## src/rtl/json_string_unescape_utf8_top_assert.svh

```systemverilog
// Assertion macros shared by the JSON unescaper modules.
`ifndef JSON_STRING_UNESCAPE_UTF8_TOP_ASSERT_SVH
`define JSON_STRING_UNESCAPE_UTF8_TOP_ASSERT_SVH

// Same-cycle implication, checked on every clock edge outside reset.
`define JSU_ASSERT_IMPL(lbl, ante, cons, msg) \
  lbl: assert property (@(posedge clk) disable iff (rst) (ante) |-> (cons)) \
    else $error(msg);

// Next-cycle implication, checked on every clock edge outside reset.
`define JSU_ASSERT_NEXT(lbl, ante, cons, msg) \
  lbl: assert property (@(posedge clk) disable iff (rst) (ante) |=> (cons)) \
    else $error(msg);

`endif

```

## src/rtl/jsu_pkg.sv

```systemverilog
// Types and constants shared by the JSON unescaper modules.
package jsu_pkg;

  localparam int JSU_QDEPTH = 4;

  typedef enum logic [2:0] {
    PH_WAIT = 3'd0,
    PH_BODY = 3'd1,
    PH_ESC  = 3'd2,
    PH_HEX1 = 3'd3,
    PH_BSL  = 3'd4,
    PH_LOWU = 3'd5,
    PH_HEX2 = 3'd6
  } phase_t;

  typedef enum logic [1:0] {
    K_BYTE  = 2'd0,
    K_CLOSE = 2'd1,
    K_ERR   = 2'd2
  } kind_t;

  typedef enum logic [3:0] {
    E_NONE      = 4'd0,
    E_NO_QUOTE  = 4'd1,
    E_CONTROL   = 4'd2,
    E_BAD_ESC   = 4'd3,
    E_HEX       = 4'd4,
    E_NO_LOW    = 4'd5,
    E_BAD_LOW   = 4'd6,
    E_LONE_LOW  = 4'd7,
    E_NUL       = 4'd8,
    E_UNTERM    = 4'd9
  } err_t;

  // One job: the results caused by one text byte.
  typedef struct packed {
    logic [3:0][7:0] bytes;
    logic [1:0]      last_idx;
    kind_t           kind;
    err_t            err;
  } job_t;

endpackage

```

## src/rtl/json_string_unescape_utf8_top.sv

```systemverilog
// Top level of the JSON string unescaper with UTF-8 output.
// Feed the raw bytes of a JSON string literal, opening quote first, through the
// push/full queue port; text_end marks end of text. Decoded UTF-8 bytes, a
// string-closed marker or an error come out through the empty/pop queue port,
// with last set on the final result caused by each text byte. A text byte is
// taken in every cycle while full is low: the front phase machine handles one
// byte per cycle and full rises only when the job queue (QDEPTH jobs) is
// stocked. Results leave at one per cycle from the serialiser while pop is
// high, which sets the sustained rate when escapes expand into two to four
// UTF-8 bytes. The first result of a byte is written into the job queue and
// then loaded into the serialiser's result register before it is visible.
module json_string_unescape_utf8_top
  import jsu_pkg::*;
#(
  parameter int QDEPTH = JSU_QDEPTH
) (
  input  logic       clk,
  input  logic       rst,
  input  logic       push,
  output logic       full,
  input  logic [7:0] text_byte,
  input  logic       text_end,
  input  logic       pop,
  output logic       empty,
  output logic [7:0] out_byte,
  output logic [1:0] kind,
  output logic [3:0] error_code,
  output logic       last
);

  logic accept;
  logic job_valid;
  job_t job;
  logic q_full;
  logic q_nonempty;
  logic q_rd;
  job_t q_job;

  // Hold input while the queue has no room for a job.
  assign full   = q_full;
  assign accept = push && !q_full;

  // Classify each byte and advance the escape state.
  jsu_front u_front (
    .clk       (clk),
    .rst       (rst),
    .accept    (accept),
    .text_byte (text_byte),
    .text_end  (text_end),
    .job_valid (job_valid),
    .job       (job)
  );

  // Bytes that cause no result push no job.
  jsu_queue #(
    .DEPTH (QDEPTH)
  ) u_queue (
    .clk      (clk),
    .rst      (rst),
    .wr       (accept && job_valid),
    .wr_job   (job),
    .rd       (q_rd),
    .rd_job   (q_job),
    .full     (q_full),
    .nonempty (q_nonempty)
  );

  // Serialise each job into result transactions.
  jsu_back u_back (
    .clk        (clk),
    .rst        (rst),
    .q_nonempty (q_nonempty),
    .q_job      (q_job),
    .q_rd       (q_rd),
    .pop        (pop),
    .empty      (empty),
    .out_byte   (out_byte),
    .kind       (kind),
    .error_code (error_code),
    .last       (last)
  );

endmodule

```

## src/rtl/jsu_front.sv

```systemverilog
// Front end: phase machine that classifies each text byte into a job.
module jsu_front
  import jsu_pkg::*;
(
  input  logic       clk,
  input  logic       rst,
  input  logic       accept,
  input  logic [7:0] text_byte,
  input  logic       text_end,
  output logic       job_valid,
  output job_t       job
);

  localparam logic [7:0] CH_QUOTE = 8'h22;
  localparam logic [7:0] CH_BSL   = 8'h5c;
  localparam logic [7:0] CH_SLASH = 8'h2f;
  localparam logic [7:0] CH_U     = 8'h75;

  typedef struct packed {
    logic [3:0][7:0] bytes;
    logic [1:0]      last_idx;
  } enc_t;

  phase_t      phase, phase_next;
  logic [1:0]  hex_count, hex_count_next;
  logic [15:0] high_unit, high_unit_next;
  logic [15:0] hex_accum, hex_accum_next;

  logic        do_fail;
  err_t        fail_code;
  logic [3:0]  digit;
  logic        digit_ok;
  logic [15:0] unit;
  logic [20:0] pair_cp;
  enc_t        enc;

  function automatic enc_t utf8_enc(input logic [20:0] cp);
    enc_t r;
    r = '0;
    if (cp <= 21'h7f) begin
      r.bytes[0] = cp[7:0];
      r.last_idx = 2'd0;
    end else if (cp <= 21'h7ff) begin
      r.bytes[0] = {3'b110, cp[10:6]};
      r.bytes[1] = {2'b10, cp[5:0]};
      r.last_idx = 2'd1;
    end else if (cp <= 21'hffff) begin
      r.bytes[0] = {4'b1110, cp[15:12]};
      r.bytes[1] = {2'b10, cp[11:6]};
      r.bytes[2] = {2'b10, cp[5:0]};
      r.last_idx = 2'd2;
    end else begin
      r.bytes[0] = {5'b11110, cp[20:18]};
      r.bytes[1] = {2'b10, cp[17:12]};
      r.bytes[2] = {2'b10, cp[11:6]};
      r.bytes[3] = {2'b10, cp[5:0]};
      r.last_idx = 2'd3;
    end
    return r;
  endfunction

  always_comb begin
    digit    = 4'd0;
    digit_ok = 1'b0;
    if (text_byte >= 8'h30 && text_byte <= 8'h39) begin
      digit    = 4'(text_byte - 8'h30);
      digit_ok = 1'b1;
    end else if (text_byte >= 8'h61 && text_byte <= 8'h66) begin
      digit    = 4'(text_byte - 8'h57);
      digit_ok = 1'b1;
    end else if (text_byte >= 8'h41 && text_byte <= 8'h46) begin
      digit    = 4'(text_byte - 8'h37);
      digit_ok = 1'b1;
    end
    if (text_end) digit_ok = 1'b0;
  end

  assign unit    = {hex_accum[11:0], digit};
  assign pair_cp = {1'b0, high_unit[9:0], unit[9:0]} + 21'h10000;

  always_comb begin
    phase_next     = phase;
    hex_count_next = hex_count;
    high_unit_next = high_unit;
    hex_accum_next = hex_accum;
    do_fail        = 1'b0;
    fail_code      = E_NONE;
    job_valid      = 1'b0;
    job            = '0;
    job.kind       = K_BYTE;
    job.err        = E_NONE;
    enc            = '0;

    unique case (phase)
      PH_BODY: begin
        if (text_end) begin
          do_fail = 1'b1; fail_code = E_UNTERM;
        end else if (text_byte == CH_QUOTE) begin
          job_valid  = 1'b1;
          job.kind   = K_CLOSE;
          phase_next = PH_WAIT;
        end else if (text_byte < 8'h20) begin
          do_fail = 1'b1; fail_code = E_CONTROL;
        end else if (text_byte == CH_BSL) begin
          phase_next = PH_ESC;
        end else begin
          job_valid    = 1'b1;
          job.bytes[0] = text_byte;
        end
      end
      PH_ESC: begin
        if (text_end) begin
          do_fail = 1'b1; fail_code = E_BAD_ESC;
        end else begin
          phase_next = PH_BODY;
          job_valid  = 1'b1;
          case (text_byte)
            CH_QUOTE, CH_BSL, CH_SLASH: job.bytes[0] = text_byte;
            8'h62:   job.bytes[0] = 8'h08;
            8'h66:   job.bytes[0] = 8'h0c;
            8'h6e:   job.bytes[0] = 8'h0a;
            8'h72:   job.bytes[0] = 8'h0d;
            8'h74:   job.bytes[0] = 8'h09;
            CH_U: begin
              job_valid      = 1'b0;
              phase_next     = PH_HEX1;
              hex_count_next = 2'd0;
              hex_accum_next = 16'd0;
            end
            default: begin
              job_valid = 1'b0;
              do_fail   = 1'b1; fail_code = E_BAD_ESC;
            end
          endcase
        end
      end
      PH_HEX1, PH_HEX2: begin
        if (!digit_ok) begin
          do_fail = 1'b1; fail_code = E_HEX;
        end else if (hex_count != 2'd3) begin
          hex_count_next = hex_count + 2'd1;
          hex_accum_next = unit;
        end else begin
          hex_count_next = 2'd0;
          hex_accum_next = 16'd0;
          if (phase == PH_HEX1) begin
            if (unit >= 16'hd800 && unit <= 16'hdbff) begin
              high_unit_next = unit;
              phase_next     = PH_BSL;
            end else if (unit >= 16'hdc00 && unit <= 16'hdfff) begin
              do_fail = 1'b1; fail_code = E_LONE_LOW;
            end else if (unit == 16'd0) begin
              do_fail = 1'b1; fail_code = E_NUL;
            end else begin
              enc        = utf8_enc({5'd0, unit});
              job_valid  = 1'b1;
              job.bytes  = enc.bytes;
              job.last_idx = enc.last_idx;
              phase_next = PH_BODY;
            end
          end else begin
            if (unit < 16'hdc00 || unit > 16'hdfff) begin
              do_fail = 1'b1; fail_code = E_BAD_LOW;
            end else begin
              enc            = utf8_enc(pair_cp);
              job_valid      = 1'b1;
              job.bytes      = enc.bytes;
              job.last_idx   = enc.last_idx;
              high_unit_next = 16'd0;
              phase_next     = PH_BODY;
            end
          end
        end
      end
      PH_BSL: begin
        if (text_end || text_byte != CH_BSL) begin
          do_fail = 1'b1; fail_code = E_NO_LOW;
        end else begin
          phase_next = PH_LOWU;
        end
      end
      PH_LOWU: begin
        if (text_end || text_byte != CH_U) begin
          do_fail = 1'b1; fail_code = E_NO_LOW;
        end else begin
          phase_next     = PH_HEX2;
          hex_count_next = 2'd0;
          hex_accum_next = 16'd0;
        end
      end
      default: begin
        if (!text_end && text_byte == CH_QUOTE) begin
          phase_next     = PH_BODY;
          hex_count_next = 2'd0;
          high_unit_next = 16'd0;
          hex_accum_next = 16'd0;
        end else begin
          do_fail = 1'b1; fail_code = E_NO_QUOTE;
        end
      end
    endcase

    // Any error drops back to waiting with the escape state cleared.
    if (do_fail) begin
      job_valid      = 1'b1;
      job            = '0;
      job.kind       = K_ERR;
      job.err        = fail_code;
      phase_next     = PH_WAIT;
      hex_count_next = 2'd0;
      high_unit_next = 16'd0;
      hex_accum_next = 16'd0;
    end
  end

  always_ff @(posedge clk) begin
    if (rst) begin
      phase     <= PH_WAIT;
      hex_count <= 2'd0;
      high_unit <= 16'd0;
      hex_accum <= 16'd0;
    end else if (accept) begin
      phase     <= phase_next;
      hex_count <= hex_count_next;
      high_unit <= high_unit_next;
      hex_accum <= hex_accum_next;
    end
  end

endmodule

```

## src/rtl/jsu_queue.sv

```systemverilog
// Short job queue between the front end and the byte serialiser.
`include "json_string_unescape_utf8_top_assert.svh"
module jsu_queue
  import jsu_pkg::*;
#(
  parameter int DEPTH = JSU_QDEPTH
) (
  input  logic clk,
  input  logic rst,
  input  logic wr,
  input  job_t wr_job,
  input  logic rd,
  output job_t rd_job,
  output logic full,
  output logic nonempty
);

  localparam int PW = $clog2(DEPTH);
  localparam int CW = $clog2(DEPTH + 1);
  localparam logic [PW-1:0] PTR_LAST = PW'(DEPTH - 1);
  localparam logic [CW-1:0] CNT_FULL = CW'(DEPTH);

  job_t          store [DEPTH];
  logic [PW-1:0] wptr, rptr;
  logic [CW-1:0] count;

  assign full     = (count == CNT_FULL);
  assign nonempty = (count != '0);
  assign rd_job   = store[rptr];

  always_ff @(posedge clk) begin
    if (wr) store[wptr] <= wr_job;
  end

  always_ff @(posedge clk) begin
    if (rst) begin
      wptr  <= '0;
      rptr  <= '0;
      count <= '0;
    end else begin
      if (wr) wptr <= (wptr == PTR_LAST) ? '0 : wptr + 1'b1;
      if (rd) rptr <= (rptr == PTR_LAST) ? '0 : rptr + 1'b1;
      if (wr && !rd) count <= count + 1'b1;
      else if (rd && !wr) count <= count - 1'b1;
    end
  end

  `JSU_ASSERT_IMPL(a_no_overflow, wr, count != CNT_FULL, "job queue written while full")
  `JSU_ASSERT_IMPL(a_no_underflow, rd, count != '0, "job queue read while empty")
  `JSU_ASSERT_IMPL(a_count_bound, 1'b1, count <= CNT_FULL, "job queue count out of range")

endmodule

```

## src/rtl/jsu_back.sv

```systemverilog
// Back end: hands out the bytes of each job one result at a time.
`include "json_string_unescape_utf8_top_assert.svh"
module jsu_back
  import jsu_pkg::*;
(
  input  logic       clk,
  input  logic       rst,
  input  logic       q_nonempty,
  input  job_t       q_job,
  output logic       q_rd,
  input  logic       pop,
  output logic       empty,
  output logic [7:0] out_byte,
  output logic [1:0] kind,
  output logic [3:0] error_code,
  output logic       last
);

  job_t       cur;
  logic       valid;
  logic [1:0] idx;
  logic       taken;
  logic       at_last;

  assign at_last = (idx == cur.last_idx);
  assign taken   = valid && pop;
  assign q_rd    = q_nonempty && (!valid || (taken && at_last));

  assign empty      = !valid;
  assign out_byte   = cur.bytes[idx];
  assign kind       = cur.kind;
  assign error_code = cur.err;
  assign last       = at_last;

  always_ff @(posedge clk) begin
    if (q_rd) cur <= q_job;
  end

  always_ff @(posedge clk) begin
    if (rst) begin
      valid <= 1'b0;
      idx   <= 2'd0;
    end else if (q_rd) begin
      valid <= 1'b1;
      idx   <= 2'd0;
    end else if (taken) begin
      if (at_last) valid <= 1'b0;
      else idx <= idx + 2'd1;
    end
  end

  `JSU_ASSERT_IMPL(a_marker_single, valid && cur.kind != K_BYTE, cur.last_idx == 2'd0,
                   "close or error result spans several bytes")
  `JSU_ASSERT_NEXT(a_hold_unpopped, valid && !pop, valid && $stable(idx),
                   "waiting result moved without being popped")
  `JSU_ASSERT_IMPL(a_idx_bound, valid, idx <= cur.last_idx, "byte index past end of job")

endmodule
```

## config.mk

```make
export PLATFORM = sky130hd
export DESIGN_NAME = json_string_unescape_utf8_top
export DESIGN_NICKNAME = d
export VERILOG_FILES = /design/src/rtl/jsu_pkg.sv /design/src/rtl/json_string_unescape_utf8_top.sv /design/src/rtl/jsu_front.sv /design/src/rtl/jsu_queue.sv /design/src/rtl/jsu_back.sv
export VERILOG_INCLUDE_DIRS = /design/src /design/src/rtl
export SDC_FILE = /design/constraint.sdc
export NUM_CORES = 1
export LEC_CHECK = 0
export CORE_MARGIN = 2
export CORE_UTILIZATION = 35
export CTS_CLUSTER_DIAMETER = 30
export DETAILED_ROUTE_END_ITERATION = 10
export DONT_BUFFER_PORTS = 1
export PLACE_DENSITY_LB_ADDON = 0.12
export SYNTH_ARGS = -nofsm -noshare
export SYNTH_HDL_FRONTEND = slang
export SYNTH_SLANG_ARGS = --single-unit
```

## constraint.sdc

```tcl
create_clock -name clk -period 7.8 [get_ports clk]
set_clock_uncertainty 0.05 [all_clocks]
set_input_delay 0.78 -clock clk [delete_from_list [all_inputs] [get_ports clk]]
set_output_delay 0.78 -clock clk [all_outputs]
set_load 0.02 [all_outputs]
```

Yosys cells after proc, flatten, opt, wreduce, memory -nomap -nowiden

Memory sizes are Yosys's and may differ from the RTL's. A register that Yosys moved wholly into a read port is not among the register bits.
Index checks and enable logic that the tools add are counted.

Register bits: 37
RAM bits: 160
Output and inout bits: 17
Memories: 1

Memories:

| memory        | depth | bits a word | rd ports | clocked after memory_dff | wr ports | line            | source |
|---|---|---|---|---|---|---|---|
| u_queue.store | 4     | 40          | 1        | 1                        | 1        | jsu_queue.sv:23 | `job_t store [DEPTH];` |

Add/sub/neg operators: 10
Magnitude comparators: 19
Eq/ne operators: 37
Mux-type cells: 136
Bitwise gates (word level): 1
Reductions and logical operators: 42

Operators by type and width:

| kind                     | number |
|---|---|
| $mux W34                 | 7 |
| $mux W12                 | 7 |
| $mux W10                 | 8 |
| $mux W24                 | 3 |
| $mux W8                  | 8 |
| $mux W3                  | 21 |
| $eq A8 B7 Y1 const B     | 7 |
| $mux W16                 | 3 |
| $mux W4                  | 12 |
| $pmux W12 S4             | 1 |
| $pmux W8 S6              | 1 |
| $mux W1                  | 40 |
| $mux W40                 | 1 |
| $ge A16 B16 Y1 const B   | 2 |
| $le A16 B16 Y1 const B   | 2 |
| $mux W2                  | 15 |
| $pmux W8 S3              | 1 |
| $add A20 B17 Y21 const B | 1 |
| $le A21 B11 Y1 const B   | 1 |
| $le A21 B16 Y1 const B   | 1 |
| $le A21 B7 Y1 const B    | 1 |
| $pmux W10 S2             | 1 |
| $pmux W4 S5              | 1 |
| $mux W18                 | 1 |
| other kinds (52)         | 99 |

Longest topological paths before layout

Gate-level depths: netlist of the first run.

Depth after elaboration: 19
Depth in mapped cells: 16
Mapped depth without buffers: 14

By module

From an unflattened synthesis of the first run, not the netlist that was laid out.

Cells, all modules: 828
Area total of the unflattened synthesis: 11,338.4 um^2

Modules (own cells, without submodules):

| module                        | times used | cells an instance | area an instance (um^2) | seq. area each (um^2) |
|---|---|---|---|---|
| jsu_queue                     | 1          | 253               | 6,258.5                 | 4,984.8 |
| jsu_front                     | 1          | 492               | 3,429.5                 | 540.5 |
| jsu_back                      | 1          | 81                | 1,635.3                 | 1,261.2 |
| json_string_unescape_utf8_top | 1          | 2                 | 15.0                    | 0.0 |

Least setup slack after synthesis of the first run

No wires, ideal clock.

Path type: in2reg
Start point: in text_byte[0]
End point: reg u_queue.count[2]
Setup time: 0.071 ns
Data arrival time: 4.443 ns
Data required time: 7.679 ns
Setup slack: 3.236 ns
Stages on the path: 15
Buffers on the path: 1
Path through: inv_1 > ha_1 > or3b_2 > and3_1 > or2_2 > clkbuf_1 > o221ai_1 > o31ai_2 > a31oi_1 > ha_1 > inv_1 > fa_1 > xor2_1 > or3_1 > a21oi_1

Word-level cells in the longest chain between the ends: 18
Elaborated cells on any way between the ends: 83
Classes of those cells: 3 x add/sub; 13 x order compare; 11 x eq/ne; 39 x mux; 17 x reduce/logical

Ends and longest elaborated chain:

| item                                                  | line                                | source |
|---|---|---|
| from (decl)                                           | json_string_unescape_utf8_top.sv:21 | `input logic [7:0] text_byte,` |
| $ge A8 B7 Y1 / $le A8 B7 Y1 (equally long branches)   | jsu_front.sv:71                     | `end else if (text_byte >= 8'h41 && text_byte <= 8'h46) begin` |
| $logic_and A1 B1 Y1                                   | jsu_front.sv:71                     |  |
| $mux W4                                               | jsu_front.sv:71                     |  |
| $mux W4                                               | jsu_front.sv:68                     | `end else if (text_byte >= 8'h61 && text_byte <= 8'h66) begin` |
| $mux W4                                               | jsu_front.sv:65                     | `if (text_byte >= 8'h30 && text_byte <= 8'h39) begin` |
| $ge A16 B16 Y1 (tied with other cells)                | jsu_front.sv:150                    | `end else if (unit >= 16'hdc00 && unit <= 16'hdfff) begin` |
| $logic_and A1 B1 Y1 / $mux W1 (equally long branches) | jsu_front.sv:150, jsu_front.sv:152  |  |
| $mux W1                                               | jsu_front.sv:150                    |  |
| [... 3 more ...]                                      | -                                   |  |
| $mux W1                                               | jsu_front.sv:138                    | `if (!digit_ok) begin` |
| $pmux W1 S5 / $pmux W1 S3 (equally long branches)     | jsu_front.sv:94                     | `unique case (phase)` |
| $mux W1 (*)                                           | jsu_front.sv:204                    | `if (do_fail) begin` |
| $logic_and A1 B1 Y1 (*)                               | json_string_unescape_utf8_top.sv:60 | `.wr (accept && job_valid),` |
| via u_queue.wr                                        | jsu_queue.sv:10                     | `input logic wr,` |
| $logic_not A1 Y1                                      | jsu_queue.sv:44                     | `else if (rd && !wr) count <= count - 1'b1;` |
| $logic_and A1 B1 Y1                                   | jsu_queue.sv:44                     |  |
| $reduce_bool A2 Y1 (no source line)                   | -                                   |  |
| to (signal assigned)                                  | jsu_queue.sv:43                     | `if (wr && !rd) count <= count + 1'b1;` |
| to (signal assigned)                                  | jsu_queue.sv:44                     |  |
| to (decl)                                             | jsu_queue.sv:25                     | `logic [CW-1:0] count;` |

The timed path passes the listed nets; every way through them passes the cells marked *.
A chain may end at the register's enable or synchronous reset.

Worst setup path in the final report of the first run

Start point: reg u_front.hex_accum[3]
End point: reg u_queue.count[2]

Word-level cells in the longest chain between the ends: 13
Elaborated cells on any way between the ends: 33
Classes of those cells: 6 x order compare; 18 x mux; 9 x reduce/logical

Ends and longest elaborated chain:

| item                                                  | line                                | source |
|---|---|---|
| from (decl)                                           | jsu_front.sv:27                     | `logic [15:0] hex_accum, hex_accum_next;` |
| from (signal assigned)                                | jsu_front.sv:226                    | `hex_accum <= hex_accum_next;` |
| $ge A16 B16 Y1 (tied with other cells)                | jsu_front.sv:150                    |  |
| $logic_and A1 B1 Y1 / $mux W1 (equally long branches) | jsu_front.sv:150, jsu_front.sv:152  |  |
| $mux W1                                               | jsu_front.sv:150                    |  |
| $mux W1                                               | jsu_front.sv:147                    | `if (unit >= 16'hd800 && unit <= 16'hdbff) begin` |
| $mux W1                                               | jsu_front.sv:146                    | `if (phase == PH_HEX1) begin` |
| $mux W1                                               | jsu_front.sv:140                    | `end else if (hex_count != 2'd3) begin` |
| $mux W1                                               | jsu_front.sv:138                    |  |
| $pmux W1 S5 / $pmux W1 S3 (equally long branches)     | jsu_front.sv:94                     |  |
| $mux W1 (*)                                           | jsu_front.sv:204                    |  |
| $logic_and A1 B1 Y1 (*)                               | json_string_unescape_utf8_top.sv:60 |  |
| via u_queue.wr                                        | jsu_queue.sv:10                     |  |
| $logic_not A1 Y1                                      | jsu_queue.sv:44                     |  |
| $logic_and A1 B1 Y1                                   | jsu_queue.sv:44                     |  |
| $reduce_bool A2 Y1 (no source line)                   | -                                   |  |

Marks and branches as above.

==> results.json, run 1 <==
{
  "finalWirelength_mm": 25.46,
  "antenna_found_initial": 0,
  "die_y_um": 175.2,
  "p_per_area_nw_per_um2": 358.6,
  "crit_buf_inv": 1,
  "drv_slew": 0,
  "fmax_mhz": 217.9,
  "critPathSlowestCell": "or4_1",
  "postSynth.asyncResetShare": 0,
  "ys_types": 79,
  "io-pin-count": 30,
  "cts_root_buf": "clkbuf_16",
  "holdWs_ns": 0.2751,
  "cell_internal_pwr_uw": 3289,
  "grt_pass1_wl_mm": 39.51,
  "io_buffer_count": 0,
  "antenna_left": 0,
  "via_per_inst": 5.593,
  "final_cells": 1188,
  "postCtsHoldBufs": 0,
  "synth_warnings": 0,
  "p_sw_uw": 1129,
  "synthFlopType": "edfxtp_1",
  "first_pass_iters": 5,
  "path_clk_slew_ns": 0.05,
  "syn_area_um2": 10260,
  "die_w_um": 175.2,
  "grt_pass1_vias": 6653,
  "syn_to_final_growth_pct": 20.15,
  "cts.repair.resized": 0,
  "setup-tns-final_ns": 0,
  "drc": 0,
  "power_frac_comb": 0.144,
  "required_ns": 8.23,
  "arrival_ns": 5.02,
  "die_area_um2": 30690,
  "critPathCaptureType": "register",
  "hpwl_mm": 17.01,
  "coreArea_um2": 28780,
  "final_hold_viol_count": 0,
  "vias": 6644,
  "synth_nets": 785,
  "cp_cell_sequence": "or4_1 > nor3_1 > nand3_1 > nor4_1 > o31ai_2 > a31oi_1 > ha_1 > inv_1 > fa_1 > xor2_1 > or3_1 > a21oi_1",
  "grt_max_degree": 41,
  "path_max_fanout": 15,
  "synth_edf_count": 180,
  "avgSynthCellArea_um2": 13.55,
  "cts_tree": "yes",
  "final_nets": 790,
  "setup.worst_path.class": "reg -> reg",
  "finalCritPeriodShare": 0.5885,
  "crit_family": "simple AND/OR/NAND/NOR gates",
  "slew_headroom": 0.1841,
  "clock_latency_ns": 0.55,
  "h-tree-depth": 2,
  "grt_overflow": 0,
  "layout_commonest_cell": "edfxtp_1",
  "critPathLaunchType": "register",
  "rsz0062_at_grt": "false",
  "fp-row-count": 62,
  "seq_area_um2": 6148,
  "n_fill_cell": 2587,
  "drt-initial-drc-count": 591,
  "layout_common_cells": "edfxtp_1 (180), clkbuf_16 (49), o21ai_0 (44), mux4_2 (43), nor2_1 (38)",
  "clockBufferDepth": 3,
  "fin_crit_ns": 4.590,
  "multiInputGateArea_um2": 3834,
  "ys_ff_latch": 217,
  "p_leak_uw": 0.004013,
  "drv_cap": 0,
  "status": "finished, final reports clean",
  "hold_path_class": "in -> reg",
  "track_usage": 0.1678,
  "cts_made_buffers": 49,
  "gp_congestion": 0.9028,
  "cts_setup_buffers": 0,
  "dp_cells": 1095,
  "tightestPinTransition_ns": 1.220,
  "layout-drive-gt1-share": 0.2067,
  "p_seq_frac": 0.370,
  "p_clk_frac": 0.486,
  "routedWlPerCell_um": 21.43,
  "syn_inst": 757,
  "clkSinkCount": 217,
  "switching_share": 0.2556,
  "ir_drop_uv": 182.3,
  "ys_seq_area_frac": 0.5992,
  "setup_viol_count_final": 0,
  "critPathMaxStageDelay_ns": 0.71,
  "start_util": 0.3564
}
==> power by group through the flow <==
stage	Combinational, µW	Sequential, µW	Clock [µW]
after detailed placement	656	1660	0
after global placement	649	1650	0
after global routing	702	1660	2260
final	636	1640	2150
after floorplan	572	1580	0
after CTS	657	1640	2190
==> cell type report <==
class                      instances  area share
antenna                            1   0.0002031
timing repair buffer               3    0.001828
tap                              384     0.03899
clock buffer                      52      0.1012
sequential                       217      0.4989
clock inverter                    40     0.04224
multi-input combinational        473      0.3111
inverter                          18    0.005483
==> Yosys cell counts, types with 7 or more instances <==
cell type	n	area, µm²
a21oi_1	22	110.1
a22o_1	12	105.1
a22oi_1	8	60.06
and2_1	9	56.30
and3_1	9	56.30
buf_1	7	26.28
clkbuf_1	31	116.4
dfxtp_1	37	740.7
edfxtp_1	180	5405
ha_1	14	175.2
inv_1	18	67.56
mux4_2	43	968.4
nand2_1	36	135.1
nand2b_1	20	125.1
nand3_1	31	155.2
nand4_1	8	50.05
nor2_1	38	142.6
nor2b_1	7	43.79
nor3_1	18	90.09
o21ai_0	44	220.2
o31ai_1	7	52.55
or2_2	7	43.79
or3_1	8	50.05
or4_1	8	60.06
==> sequential cells by signal, indices dropped and copies added (netlist names) <==
| signal | count |
|---|---|
| u_back.error_code | 4 |
| u_queue.store | 144 |
| u_front.high_unit | 10 |
| u_queue.rptr | 2 |
| u_back.valid | 1 |
| u_back.idx | 2 |
| u_queue.count | 3 |
| u_front.hex_accum | 12 |
| u_back.cur | 30 |
| u_front.phase | 3 |
| u_front.hex_count | 2 |
| u_queue.wptr | 2 |
| u_back.kind | 2 |
==> worst paths after layout <==
path / from / depth (start not counted) / end / slack, ns
hold / removal: rst / 1 / u_queue.rptr[1]$_SDFFE_PP0P_ / 0.28
setup reg to reg: u_front.hex_accum[3]$_SDFFE_PP0P_ / 12 / u_queue.count[2]$_SDFFE_PP0P_ / 3.21
setup / recovery: u_front.hex_accum[3]$_SDFFE_PP0P_ / 12 / u_queue.count[2]$_SDFFE_PP0P_ / 3.21
hold reg to reg: u_queue.count[2]$_SDFFE_PP0P_ / 2 / u_queue.count[2]$_SDFFE_PP0P_ / 0.46
==> stage by stage <==
step / worst slack [ns] / instance area [µm²] / total power [µW] / utilization
2_1_floorplan: 3.236 / 10260 / 2149 / -
3_3_place_gp: 2.946 / 10550 / 2302 / 0.3667
3_5_place_dp: 2.741 / 10550 / 2319 / 0.3667
4_1_cts: 3.231 / 12320 / 4488 / 0.4281
5_1_grt: 2.890 / 12320 / 4623 / 0.4281
6_report: 3.210 / 12320 / 4419 / 0.4282
==> per-layer routing <==
| layer | part of all wire | vias up | GRT usage |
|---|---|---|---|
| met5 | 0 | - | 0 |
| met4 | 0.021 | 0 | 0.05347 |
| met3 | 0.054 | 40 | 0.03329 |
| met2 | 0.48 | 250 | 0.2703 |
| met1 | 0.45 | 3318 | 0.2284 |
| li1 | - | 3036 | - |
==> kinds of logic after synthesis <==
family | synth area share
multiplexers | 0.1026
buffers and inverters | 0.02855
AO/OA/AOI/OAI | 0.1163
adder cells (fa/ha/maj) | 0.01903
XOR/XNOR | 0.005978
AND/OR/NAND/NOR | 0.1283
flip-flops | 0.5992
Power figures use the tool's default switching activity.
==> run 2, diff against run 1 <==
==> constraint.sdc (replaced) <==
create_clock -name clk -period 4.2 [get_ports clk]
set_clock_uncertainty 0.05 [all_clocks]
set_input_delay 0.42 -clock clk [delete_from_list [all_inputs] [get_ports clk]]
set_output_delay 0.42 -clock clk [all_outputs]
set_load 0.02 [all_outputs]
==> results.json, run 2 (same netlist as run 1, synthesis figures left out) <==
{
  "p_per_area_nw_per_um2": 592.8,
  "finalWirelength_mm": 24.99,
  "clockBufferDepth": 3,
  "drv_slew": 0,
  "final_nets": 806,
  "rsz0062_at_grt": "false",
  "p_leak_uw": 0.003922,
  "diodes": 0,
  "postCtsHoldBufs": 1,
  "track_usage": 0.1652,
  "cts.repair.resized": 0,
  "clock_latency_ns": 0.49,
  "die_area_um2": 30690,
  "vias": 6679,
  "reg2reg_to": "u_queue.count[2]$_SDFFE_PP0P_",
  "cts_made_buffers": 39,
  "ir_drop_uv": 302.2,
  "top_regs": "u_queue.store x144, u_back.cur x30, u_front.hex_accum x12",
  "syn_to_final_growth_pct": 17.30,
  "h-tree-depth": 2,
  "reg2reg_slack_ns": 0.32,
  "dr.max_layer_used": "met4",
  "io_buffer_count": 0,
  "grt_pass1_wl_mm": 39.11,
  "clkSinkCount": 217,
  "antenna_found_initial": 0,
  "layout_commonest_cell": "edfxtp_1",
  "slew_headroom": 0.3861,
  "critPathLaunchType": "register",
  "route.met3.wl_mm": 1.314,
  "setup-tns-final_ns": 0,
  "min_from": "rst",
  "cts_root_buf": "clkbuf_16",
  "dr_wl_met2_mm": 11.40,
  "coreArea_um2": 28780,
  "wl_met1_mm": 11.51,
  "largest_reg_flops": 144,
  "cts_setup_buffers": 0,
  "setup.worst_path.class": "reg -> reg",
  "worst-r2r-cell-count": 12,
  "final_hold_viol_count": 0,
  "required_ns": 4.56,
  "fmax_mhz": 257.8,
  "path_clk_slew_ns": 0.04,
  "grt_max_degree": 41,
  "critPathCaptureType": "register",
  "finalCritPeriodShare": 0.9237,
  "io-pin-count": 30,
  "layout_common_cells": "edfxtp_1 (180), o21ai_0 (44), mux4_2 (43), clkbuf_16 (39), nor2_1 (38)",
  "fin_crit_ns": 3.879,
  "holdPathStages": 3,
  "status": "finished, final reports clean",
  "routedWlPerCell_um": 21.01,
  "grt_pass1_vias": 6726,
  "dpl_worst_slack_ns": 0.02599,
  "grt_overflow": 0,
  "drv_cap": 0,
  "path_max_fanout": 5,
  "tightestPinTransition_ns": 0.9112,
  "via_per_inst": 5.617,
  "arrival_ns": 4.24,
  "cts_tree": "yes",
  "regMostFlops": "u_queue.store",
  "n_fill_cell": 2617,
  "fp-row-count": 62,
  "setup_viol_count_final": 0,
  "setup_ws_ns": 0.3206,
  "hpwl_mm": 16.81,
  "die_w_um": 175.2,
  "worstReg2RegStart": "u_front.hex_accum[11]$_SDFFE_PP0P_",
  "layout-drive-gt1-share": 0.2075,
  "start_util": 0.3564,
  "die_y_um": 175.2,
  "first_pass_iters": 6,
  "drt-initial-drc-count": 591,
  "hold_path_class": "in -> reg",
  "power_uw": 7132,
  "drc": 0,
  "hold_path_end": "u_queue.wptr[0]$_SDFFE_PP0P_",
  "gp_congestion": 0.8832,
  "antenna_left": 0
}
[run 2: cell types whose count changed in the layout (fill, tap and decap cells not counted), sizes merged]
cell / previous run / this run
buf: 3 / 28
inv: 21 / 22
clkbuf: 52 / 44
clkinvlp: 10 / 3
bufinv: 10 / 3
clkinv: 17 / 14
dlygate4sd3: 0 / 1
diode: 1 / 0
[run 2: where the power goes]
part	switching (µW)	total, µW	leakage, µW	internal (µW)
clock network	996	2880	0.000596	1890
logic	699	1240	0.00137	546
registers	188	3000	0.00195	2810
total	1880	7130	0.00392	5250
[run 2: critical path, cell delays in order (launching register included)]
cell     delay, ns
dfxtp_1       0.33
or4_1         0.59
nor3_1        0.36
nand3_1       0.22
nor4_1        0.53
o31ai_2       0.12
a31oi_2       0.25
ha_1          0.22
inv_1         0.07
fa_1          0.43
xor2_1        0.18
or3_1         0.30
a21oi_1       0.15
[run 2: area by class of cell]
| type | instances | area, µm² | area share |
|---|---|---|---|
| clock buffer | 44 | 994.7 | 0.08268 |
| inverter | 18 | 67.56 | 0.005616 |
| sequential | 217 | 6148 | 0.5111 |
| tap | 384 | 480.5 | 0.03994 |
| timing repair buffer | 29 | 270.3 | 0.02246 |
| multi-input combinational | 473 | 3840 | 0.3192 |
| clock inverter | 24 | 229.0 | 0.01903 |
[run 2: stage by stage]
step	hold slack, ns	util	area [µm²]	instances
6_report	0.06444	0.4180	12030	1189
5_1_grt	0.05820	0.4180	12030	1189
4_1_cts	0.04441	0.4180	12030	1189
3_5_place_dp	0.4365	0.3751	10800	1120
3_3_place_gp	0.4288	0.3751	10800	1120
2_1_floorplan	0.4103	-	10270	757
[run 2: worst max-delay path by stage]
stage | startpoint | to | slack, ns | cells past startpoint
floorplan | text_byte[0] | u_queue.count[2]$_SDFFE_PP0P_ | 0.1 | 15
global placement | text_byte[0] | u_queue.count[2]$_SDFFE_PP0P_ | 0.13 | 14
detailed placement | text_byte[1] | u_queue.count[2]$_SDFFE_PP0P_ | 0.03 | 14
CTS | u_front.hex_accum[11]$_SDFFE_PP0P_ | u_queue.count[2]$_SDFFE_PP0P_ | 0.35 | 12
global route | u_front.hex_accum[11]$_SDFFE_PP0P_ | u_queue.count[2]$_SDFFE_PP0P_ | 0.05 | 12
finish | u_front.hex_accum[11]$_SDFFE_PP0P_ | u_queue.count[2]$_SDFFE_PP0P_ | 0.32 | 12
[run 2: metal layers]
| layer | up-vias | GRT usage |
|---|---|---|
| met2 | 231 | 0.2590 |
| li1 | 3064 | - |
| met4 | 0 | 0.06042 |
| met1 | 3328 | 0.2282 |
| met5 | - | 0 |
| met3 | 56 | 0.03220 |
==> run 3, diff against run 2 <==
--- a/config.mk
+++ b/config.mk
@@ -12,6 +12,7 @@
 export DETAILED_ROUTE_END_ITERATION = 10
 export DONT_BUFFER_PORTS = 1
 export PLACE_DENSITY_LB_ADDON = 0.12
+export REMOVE_ABC_BUFFERS = 1
 export SYNTH_ARGS = -nofsm -noshare
 export SYNTH_HDL_FRONTEND = slang
 export SYNTH_SLANG_ARGS = --single-unit
==> results.json, run 3 (same netlist as run 1, synthesis figures left out) <==
{
  "status": "finished, final reports clean",
  "worstReg2RegStart": "u_front.hex_accum[11]$_SDFFE_PP0P_",
  "grt_max_degree": 41,
  "grt_overflow": 0,
  "ir_drop_uv": 326.1,
  "start_util": 0.3564,
  "antenna_found_initial": 0,
  "reg2reg_to": "u_queue.count[2]$_SDFFE_PP0P_",
  "crit_family": "simple AND/OR/NAND/NOR gates",
  "coreArea_um2": 28780,
  "hold_path_class": "in -> reg",
  "setup_ws_ns": 0.2716,
  "holdWs_ns": 0.06449,
  "n_fill_cell": 2555,
  "hpwl_mm": 17.16,
  "largest_reg_flops": 144,
  "clock_latency_ns": 0.52,
  "crit_buf_inv": 2,
  "power_uw": 7728,
  "setup-tns-final_ns": 0,
  "cell_internal_pwr_uw": 5744,
  "holdPathStages": 2,
  "finalCritPeriodShare": 0.9353,
  "routedWlPerCell_um": 21.37,
  "setup_viol_count_final": 0,
  "io-pin-count": 30,
  "rsz0062_at_grt": "false",
  "tightestPinTransition_ns": 1.119,
  "p_leak_uw": 0.004087,
  "fin_crit_ns": 3.928,
  "grt_pass1_vias": 6866,
  "drt-initial-drc-count": 630,
  "first_pass_iters": 5,
  "critPathLaunchType": "register",
  "slew_headroom": 0.2517,
  "p_sw_uw": 1984,
  "reg2reg_slack_ns": 0.27,
  "drc": 0,
  "cts_made_buffers": 43,
  "drv_cap": 0,
  "cp_cell_sequence": "or4_1 > nor3_1 > nand3_1 > nor4_1 > buf_4 > o31ai_2 > a31oi_2 > ha_1 > inv_1 > fa_1 > xor2_1 > or3_1 > a21oi_1",
  "critPathCaptureType": "register",
  "hold_path_end": "u_front.hex_accum[9]$_SDFFE_PP0P_",
  "syn_to_final_growth_pct": 20.80,
  "die_w_um": 175.2,
  "p_clk_frac": 0.451,
  "clkSinkCount": 217,
  "worst-r2r-cell-count": 13,
  "dpl_worst_slack_ns": -0.1026,
  "die_area_um2": 30690,
  "die_y_um": 175.2,
  "layout_common_cells": "edfxtp_1 (180), o21ai_0 (44), mux4_2 (43), clkbuf_16 (43), nor2_1 (38)",
  "grt_pass1_wl_mm": 40.02,
  "p_per_area_nw_per_um2": 623.8,
  "critPathSlowestCell": "or4_1",
  "finalWirelength_mm": 25.84,
  "io_buffer_count": 0,
  "cts_tree": "yes",
  "path_max_fanout": 5,
  "power_frac_comb": 0.152,
  "layout_commonest_cell": "edfxtp_1",
  "final_nets": 818,
  "via_per_inst": 5.656,
  "h-tree-depth": 2,
  "fp-row-count": 62,
  "p_seq_frac": 0.397,
  "cts_setup_buffers": 0,
  "regMostFlops": "u_queue.store",
  "diodes": 0,
  "layout-drive-gt1-share": 0.2242,
  "path_clk_slew_ns": 0.05,
  "final_hold_viol_count": 0,
  "fmax_mhz": 254.6,
  "gp_congestion": 0.9043,
  "critPathMaxStageDelay_ns": 0.60,
  "required_ns": 4.58,
  "min_from": "rst",
  "cts_root_buf": "clkbuf_16",
  "track_usage": 0.1693,
  "top_regs": "u_queue.store x144, u_back.cur x30, u_front.hex_accum x12",
  "vias": 6838,
  "switching_share": 0.2567,
  "drv_slew": 0,
  "arrival_ns": 4.31,
  "antenna_left": 0,
  "setup.worst_path.class": "reg -> reg",
  "clockBufferDepth": 3
}
-- run 3: changes by cell type in the layout (fill, tap and decap cells not counted) --
| cell | before | now |
|---|---|---|
| buf_4 | 24 | 32 |
| clkinv_8 | 0 | 1 |
| clkinv_2 | 7 | 5 |
| clkinvlp_4 | 3 | 6 |
| clkinv_16 | 0 | 1 |
| bufinv_16 | 3 | 8 |
| clkbuf_1 | 5 | 3 |
| clkinv_1 | 3 | 7 |
| clkbuf_16 | 39 | 43 |
| inv_6 | 4 | 2 |
-- run 3: per-layer routing --
metal	global-route usage	share of wire
met3	0.03547	0.058
met2	0.2708	0.47
met4	0.05000	0.023
met5	0	0
met1	0.2327	0.45
-- run 3: area by class of cell --
type,count,area (µm²),share of cell area
well taps,384,480.5,0.03878
clock buffers,46,1087,0.08776
inverters,18,67.56,0.005453
repair buffers,37,330.3,0.02666
flip-flops and latches,217,6148,0.4963
multi-input cells,473,3840,0.3099
clock inverters,34,435.4,0.03514
-- run 3: power by group through the flow --
stage               sequential, µW  combinational [µW]  clock [µW]
CTS                           3090                1210        3560
floorplan                     3090                 849           0
global placement              3110                1180           0
global route                  3120                1280        3660
detailed placement            3130                1200           0
finish                        3070                1170        3480
-- run 3: what timing repair did --
| action | 4_1_cts | 5_1_grt |
|---|---|---|
| setup endpoints to repair | 0 | 1 |
| hold buffers | 1 | 0 |
| endpoints found under the hold margin | 13 | 0 |
| gates resized for setup | 0 | 1 |
-- run 3: worst reg2reg max path, cell delays in order (launching register included) --
cell and delay [ns]:
dfxtp_1 0.33, or4_1 0.60, nor3_1 0.37, nand3_1 0.23, nor4_1 0.33, buf_4 0.17, o31ai_2 0.06, a31oi_2 0.35
ha_1 0.25, inv_1 0.07, fa_1 0.43, xor2_1 0.17, or3_1 0.31, a21oi_1 0.14
-- run 3: through the flow --
step,cell area (µm²),util,cells
finish,12390,0.4305,1209
global route,12390,0.4305,1209
global placement,10850,0.3770,1128
CTS,12380,0.4303,1209
floorplan,10030,-,708
detailed placement,10850,0.3770,1128
-- run 3: worst max-delay path by stage --
stage                                       startpoint                            end  slack (ns)  cells past startpoint
floorplan                   u_back.idx[0]$_SDFFE_PP0P_  u_queue.count[2]$_SDFFE_PP0P_       -0.34                     12
global placement                          text_byte[0]  u_queue.count[2]$_SDFFE_PP0P_       -0.06                     15
detailed placement                        text_byte[0]  u_queue.count[2]$_SDFFE_PP0P_       -0.10                     15
CTS                 u_front.hex_accum[11]$_SDFFE_PP0P_  u_queue.count[2]$_SDFFE_PP0P_        0.20                     13
global route        u_front.hex_accum[11]$_SDFFE_PP0P_  u_queue.count[2]$_SDFFE_PP0P_        0.06                     13
finish              u_front.hex_accum[11]$_SDFFE_PP0P_  u_queue.count[2]$_SDFFE_PP0P_        0.27                     13
